--- src/hw/rtl/fca_pkg.sv ---
package fca_pkg;

	localparam int ADDR_MAX_W = 16;
	localparam int LINK_W     = 16;
	localparam int IDX_W      = 10;

	localparam logic [LINK_W-1:0] LINK_FREE = 16'h0000;
	localparam logic [LINK_W-1:0] LINK_END  = 16'hFFFF;
	localparam logic [LINK_W-1:0] RESERVED_BLOCKS = 16'd5;
	localparam logic [IDX_W-1:0]  SEARCH_START_RST = 10'd5;

	localparam logic [2:0] KIND_ALLOC  = 3'd0;
	localparam logic [2:0] KIND_APPEND = 3'd1;
	localparam logic [2:0] KIND_FREE   = 3'd2;
	localparam logic [2:0] KIND_READ   = 3'd3;
	localparam logic [2:0] KIND_FORMAT = 3'd4;

	localparam logic [1:0] ST_OK     = 2'd0;
	localparam logic [1:0] ST_NOFREE = 2'd1;
	localparam logic [1:0] ST_BADIDX = 2'd2;
	localparam logic [1:0] ST_LOOP   = 2'd3;

	typedef struct packed {
		logic [2:0]       kind;
		logic [IDX_W-1:0] block_index;
	} req_t;

	typedef struct packed {
		logic [1:0]        status;
		logic [LINK_W-1:0] block;
	} rsp_t;

	typedef struct packed {
		logic                  rd_en;
		logic [ADDR_MAX_W-1:0] rd_addr;
		logic                  wr_en;
		logic [ADDR_MAX_W-1:0] wr_addr;
		logic [LINK_W-1:0]     wr_data;
	} mem_cmd_t;

	typedef struct packed {
		logic fin;
		rsp_t rsp;
	} fin_t;

endpackage

--- src/hw/rtl/fca_ctrl.sv ---
module fca_ctrl #(
	parameter int NUM_BLOCKS = 1024
) (
	input  logic                             clk,
	input  logic                             arst_n,
	input  logic                             start,
	input  fca_pkg::req_t                    request,
	input  logic [fca_pkg::IDX_W-1:0]        search_start,
	input  logic [fca_pkg::LINK_W-1:0]       rdata,
	output fca_pkg::mem_cmd_t                cmd,
	output logic                             busy,
	output fca_pkg::fin_t                    fin
);

	localparam int IW = $clog2(NUM_BLOCKS);
	localparam int SW = $clog2(NUM_BLOCKS + 1);
	localparam logic [16:0]   NB17 = 17'(NUM_BLOCKS);
	localparam logic [IW-1:0] LAST = IW'(NUM_BLOCKS - 1);
	localparam logic [SW-1:0] STEP_MAX = SW'(NUM_BLOCKS);

	typedef enum logic [7:0] {
		S_IDLE   = 8'b0000_0001,
		S_CLEAR  = 8'b0000_0010,
		S_WALK   = 8'b0000_0100,
		S_SEARCH = 8'b0000_1000,
		S_LINK   = 8'b0001_0000,
		S_FREE   = 8'b0010_0000,
		S_READ   = 8'b0100_0000,
		S_DONE   = 8'b1000_0000
	} state_t;

	state_t                     state_q, state_d;
	logic [2:0]                 kind_q, kind_d;
	logic [IW-1:0]              head_q, head_d;
	logic [IW-1:0]              tail_q, tail_d;
	logic [IW-1:0]              clr_q, clr_d;
	logic [SW-1:0]              steps_q, steps_d;
	logic                       fmt_q, fmt_d;
	logic [1:0]                 status_q, status_d;
	logic [fca_pkg::LINK_W-1:0] blk_q, blk_d;
	logic [IW-1:0]              addr_s1;

	logic [15:0]                ss_eff;
	logic                       ss_ok;
	logic                       idx_ok;
	logic                       link_bad;

	assign ss_eff   = (search_start == '0) ? 16'd1 : 16'(search_start);
	assign ss_ok    = {1'b0, ss_eff} < NB17;
	assign idx_ok   = 17'(request.block_index) < NB17;
	assign link_bad = {1'b0, rdata} >= NB17;
	assign busy     = (state_q != S_IDLE);

	always_comb begin
		state_d  = state_q;
		kind_d   = kind_q;
		head_d   = head_q;
		tail_d   = tail_q;
		clr_d    = clr_q;
		steps_d  = steps_q;
		fmt_d    = fmt_q;
		status_d = status_q;
		blk_d    = blk_q;
		cmd      = '0;
		fin      = '0;
		unique case (state_q)
			S_IDLE: begin
				if (start) begin
					kind_d   = request.kind;
					head_d   = IW'(request.block_index);
					steps_d  = '0;
					status_d = fca_pkg::ST_OK;
					blk_d    = fca_pkg::LINK_FREE;
					unique case (request.kind) inside
						fca_pkg::KIND_ALLOC: begin
							if (ss_ok) begin
								cmd.rd_en   = 1'b1;
								cmd.rd_addr = ss_eff;
								state_d     = S_SEARCH;
							end else begin
								status_d = fca_pkg::ST_NOFREE;
								state_d  = S_DONE;
							end
						end
						fca_pkg::KIND_APPEND, fca_pkg::KIND_FREE,
						fca_pkg::KIND_READ: begin
							if (idx_ok) begin
								cmd.rd_en   = 1'b1;
								cmd.rd_addr = 16'(request.block_index);
								state_d     = (request.kind == fca_pkg::KIND_READ) ?
									S_READ : S_WALK;
							end else begin
								status_d = fca_pkg::ST_BADIDX;
								state_d  = S_DONE;
							end
						end
						fca_pkg::KIND_FORMAT: begin
							clr_d   = '0;
							fmt_d   = 1'b1;
							state_d = S_CLEAR;
						end
						default: begin
							status_d = fca_pkg::ST_BADIDX;
							state_d  = S_DONE;
						end
					endcase
				end
			end
			S_CLEAR: begin
				cmd.wr_en   = 1'b1;
				cmd.wr_addr = 16'(clr_q);
				cmd.wr_data = (16'(clr_q) < fca_pkg::RESERVED_BLOCKS) ?
					fca_pkg::LINK_END : fca_pkg::LINK_FREE;
				if (clr_q == LAST) begin
					state_d = fmt_q ? S_DONE : S_IDLE;
				end else begin
					clr_d = clr_q + IW'(1);
				end
			end
			S_WALK: begin
				if (rdata == fca_pkg::LINK_FREE) begin
					status_d = fca_pkg::ST_BADIDX;
					state_d  = S_DONE;
				end else if (steps_q >= STEP_MAX) begin
					status_d = fca_pkg::ST_LOOP;
					state_d  = S_DONE;
				end else if (rdata == fca_pkg::LINK_END) begin
					tail_d = addr_s1;
					if (kind_q == fca_pkg::KIND_FREE) begin
						cmd.rd_en   = 1'b1;
						cmd.rd_addr = 16'(head_q);
						state_d     = S_FREE;
					end else if (ss_ok) begin
						cmd.rd_en   = 1'b1;
						cmd.rd_addr = ss_eff;
						state_d     = S_SEARCH;
					end else begin
						status_d = fca_pkg::ST_NOFREE;
						state_d  = S_DONE;
					end
				end else if (link_bad) begin
					status_d = fca_pkg::ST_BADIDX;
					state_d  = S_DONE;
				end else begin
					cmd.rd_en   = 1'b1;
					cmd.rd_addr = rdata;
					steps_d     = steps_q + SW'(1);
				end
			end
			S_SEARCH: begin
				if (rdata == fca_pkg::LINK_FREE) begin
					cmd.wr_en   = 1'b1;
					cmd.wr_addr = 16'(addr_s1);
					cmd.wr_data = fca_pkg::LINK_END;
					blk_d       = 16'(addr_s1);
					state_d     = (kind_q == fca_pkg::KIND_APPEND) ? S_LINK : S_DONE;
				end else if (addr_s1 == LAST) begin
					status_d = fca_pkg::ST_NOFREE;
					state_d  = S_DONE;
				end else begin
					cmd.rd_en   = 1'b1;
					cmd.rd_addr = 16'(addr_s1 + IW'(1));
				end
			end
			S_LINK: begin
				cmd.wr_en   = 1'b1;
				cmd.wr_addr = 16'(tail_q);
				cmd.wr_data = blk_q;
				state_d     = S_DONE;
			end
			S_FREE: begin
				cmd.wr_en   = 1'b1;
				cmd.wr_addr = 16'(addr_s1);
				cmd.wr_data = fca_pkg::LINK_FREE;
				if (rdata == fca_pkg::LINK_END) begin
					state_d = S_DONE;
				end else begin
					cmd.rd_en   = 1'b1;
					cmd.rd_addr = rdata;
				end
			end
			S_READ: begin
				if (rdata == fca_pkg::LINK_FREE) begin
					status_d = fca_pkg::ST_BADIDX;
				end else begin
					blk_d = rdata;
				end
				state_d = S_DONE;
			end
			S_DONE: begin
				fin.fin        = 1'b1;
				fin.rsp.status = status_q;
				fin.rsp.block  = (status_q == fca_pkg::ST_OK) ? blk_q : fca_pkg::LINK_FREE;
				state_d        = S_IDLE;
			end
			default: begin
				state_d = S_IDLE;
			end
		endcase
	end

	always_ff @(posedge clk or negedge arst_n) begin
		if (!arst_n) begin
			state_q <= S_CLEAR;
			clr_q   <= '0;
			fmt_q   <= 1'b0;
			kind_q  <= fca_pkg::KIND_ALLOC;
			steps_q <= '0;
		end else begin
			state_q <= state_d;
			clr_q   <= clr_d;
			fmt_q   <= fmt_d;
			kind_q  <= kind_d;
			steps_q <= steps_d;
		end
	end

	always_ff @(posedge clk) begin
		head_q   <= head_d;
		tail_q   <= tail_d;
		status_q <= status_d;
		blk_q    <= blk_d;
		if (cmd.rd_en) begin
			addr_s1 <= cmd.rd_addr[IW-1:0];
		end
	end

endmodule

--- config.mk ---
export PLATFORM = sky130hd
export DESIGN_NAME = fca_ctrl
export DESIGN_NICKNAME = d
export VERILOG_FILES = /design/src/hw/rtl/fca_pkg.sv /design/src/hw/rtl/fca_ctrl.sv
export SDC_FILE = /design/constraint.sdc
export NUM_CORES = 1
export LEC_CHECK = 0
export ABC_AREA = 1
export CAP_MARGIN = 20
export CORE_UTILIZATION = 55
export DETAILED_ROUTE_END_ITERATION = 10
export DONT_BUFFER_PORTS = 1
export PLACE_DENSITY_LB_ADDON = 0.2
export RECOVER_POWER = 100
export REMOVE_ABC_BUFFERS = 1
export SYNTH_ARGS = -nofsm -noshare
export SYNTH_HDL_FRONTEND = slang
export SYNTH_SLANG_ARGS = --single-unit
--- constraint.sdc ---
create_clock -name clk -period 8.5 [get_ports clk]
set_input_delay 1.7 -clock clk [delete_from_list [all_inputs] [get_ports clk]]
set_output_delay 1.7 -clock clk [all_outputs]
set_load 0.005 [all_outputs]
==> impl_metrics.ini <==
[floorplanning]
start_util = 0.574
die_area_um2 = 10100
num_rows = 35
fp.dieW_um = 101
core_um2 = 9330
ioPinCount = 112
die_h_um = 101

[layout]
nFillCells = 885
final_nets = 739
insertedDiodeCount = 0
synthToLayoutAreaGrowth_pct = 3.41
utilization = 0.594
most-common-layout-cells = nand2_1 (185), nor2_1 (97), inv_1 (95), o21ai_0 (50), edfxtp_1 (48)
multiInputGateArea_um2 = 2470
layout_commonest_cell = nand2_1
drive_gt1_frac = 0.0531
register_area_um2 = 2270

[sta]
hold_viol = 0
rsz0062_at_grt = false
fin_skew_ps = 11.2
min_period_over_period = 0.664
setup_viol = 0
slew_viol_final = 21
fmax_mhz = 177
tightest_slew_ps = 1980
fin_crit_ps = 5640
slew_headroom = -0.333
setup_tns_ps = 0

[logic_synthesis]
async_flop_share = 0.407
yosys_warnings = 0
synthFlopType = edfxtp_1
yosysSeqAreaShare = 0.424
synth_cell_types = 44
ys_ff_latch = 81
syn_area_per_cell_um2 = 7.67
netlist_area_um2 = 5360
synth_enable_flop_cells = 48
syn_inst = 698

[clocking]
worstSkewPairLatency_ps = 360
post-cts-setup-buffers = 0
cts_hold_buf = 0
clk_pin_slew_worst_paths_ps = 90
htree_levels = 3
post_cts_resized = 0
cts_tree = yes
numClockSinks = 81
cts_buffers = 9
ctsRootBufferMaster = clkbuf_8
clk_path_buf_depth = 2

[pwr]
power_density_nw_per_um2 = 255
p_leak_nw = 2.46
finalPower_mw = 1.41
ir_drop_uv = 172

[outcome]
outcome = finished with violations
violations = max-capacitance violations, max-slew violations

[placement]
io_buffers = 0
place_congestion = 0.959
hpwl_um = 10600

[global_route]
grt_pass1_wl_um = 21800
grt_max_degree = 34
antenna_found_initial = 0
grt_use_total = 0.282
gr-total-overflow = 0
grt_pass1_vias = 4224

[routing]
via_count = 4588
routedWlPerCell_um = 17.0
vias_per_cell = 5.55
highest_layer = met4
wl_met1_um = 6330
dr.pass1.iters = 5
ant_nets = 0
wl_met3_um = 1080
drt_iter0_drc = 360
met2_length_um = 6400
drc_errors = 0
postRouteWirelength_um = 14000

[min_path]
hp-class = reg2reg
min-delay-start = addr_s1[4]

[critical_path]
start_kind = primary input
path_max_fanout = 14
arrival_ps = 3940
path_class = in2out
startpoint = rdata[12]
cp-end-kind = output pin
critPathRequiredTime_ps = 6800
rrSetupSlack_ps = 5010
timing.rr.start = state_q[6]

[flow_run]
drv_cap = 1
==> logic make-up (layout without fill, tap and decap cells) <==
group,Yosys count,in the layout,share of synthesized area
other cells,1,6,0.000700
flops,81,81,0.424
simple gates,373,373,0.321
compound gates,100,100,0.120
buf+inv,121,115,0.0946
fa+ha+maj,5,5,0.0117
xor+xnor,17,17,0.0278
==> routing by layer <==
layer | vias to the layer above | track usage
met2 | 177 | 0.434
met5 | - | 0
met3 | 20 | 0.0652
li1 | 2253 | -
met1 | 2138 | 0.399
met4 | 0 | 0.0847
==> layout make-up <==
cell class                 instances  share of cell area
clock buffer                       9              0.0224
clock inverter                     7              0.0255
inverter                          98              0.0664
multi-input combinational        501               0.446
sequential                        81               0.410
tap                              129              0.0291
timing repair buffer               1            0.000678
==> through the flow <==
stage                     instance area [µm²]  hold WS (ps)  std cells  worst slack [ps]
after floorplan                          5240           426        680              3960
after global placement                   5410           442        810              3660
after detailed placement                 5410           438        810              3610
after CTS                                5680           469        826              3610
after global routing                     5540           481        826              2650
final                                    5540           472        826              2860
==> synth_stat cells (all sizes together), types with 11 or more instances <==
cell type,number,share of area
buf,14,0.020
nand3,34,0.037
a21oi,13,0.012
nor3b,11,0.015
xor2,15,0.025
nor2,104,0.088
nand2,194,0.15
edfxtp,48,0.27
dfrtp,32,0.15
o21ai,51,0.055
inv,97,0.068
nor3,19,0.020
==> state kept, by name, summed over array words and instances (netlist names), 2 cells and up <==
register  cells
blk_q        16
steps_q      11
addr_s1      10
clr_q        10
head_q       10
tail_q       10
state_q       8
kind_q        3
status_q      2
==> power breakdown <==
part	total (mW)	switching, mW	leakage, nW	internal, mW
logic	0.425	0.327	1.44	0.0983
registers	0.609	0.0558	0.898	0.553
clock network	0.378	0.153	0.126	0.225
total	1.41	0.536	2.46	0.876
==> path summary, 6_finish.rpt <==
kind / endpoint / cells past startpoint
max: cmd[49] / 8
min: tail_q[4] / 0
max reg2reg: steps_q[4] / 6
min reg2reg: tail_q[4] / 0
max in group asynchronous: state_q[1] / 0
min in group asynchronous: steps_q[5] / 0
==> worst max-delay path, stage by stage <==
cell     delay [ps]
nand2_1          30
nor2_1          180
nand2_1         110
nor2_1          750
nor2_1          130
nor2_1          510
nor2_1          120
nand2_1         400
No activity file was read; power rests on OpenSTA's default activity.
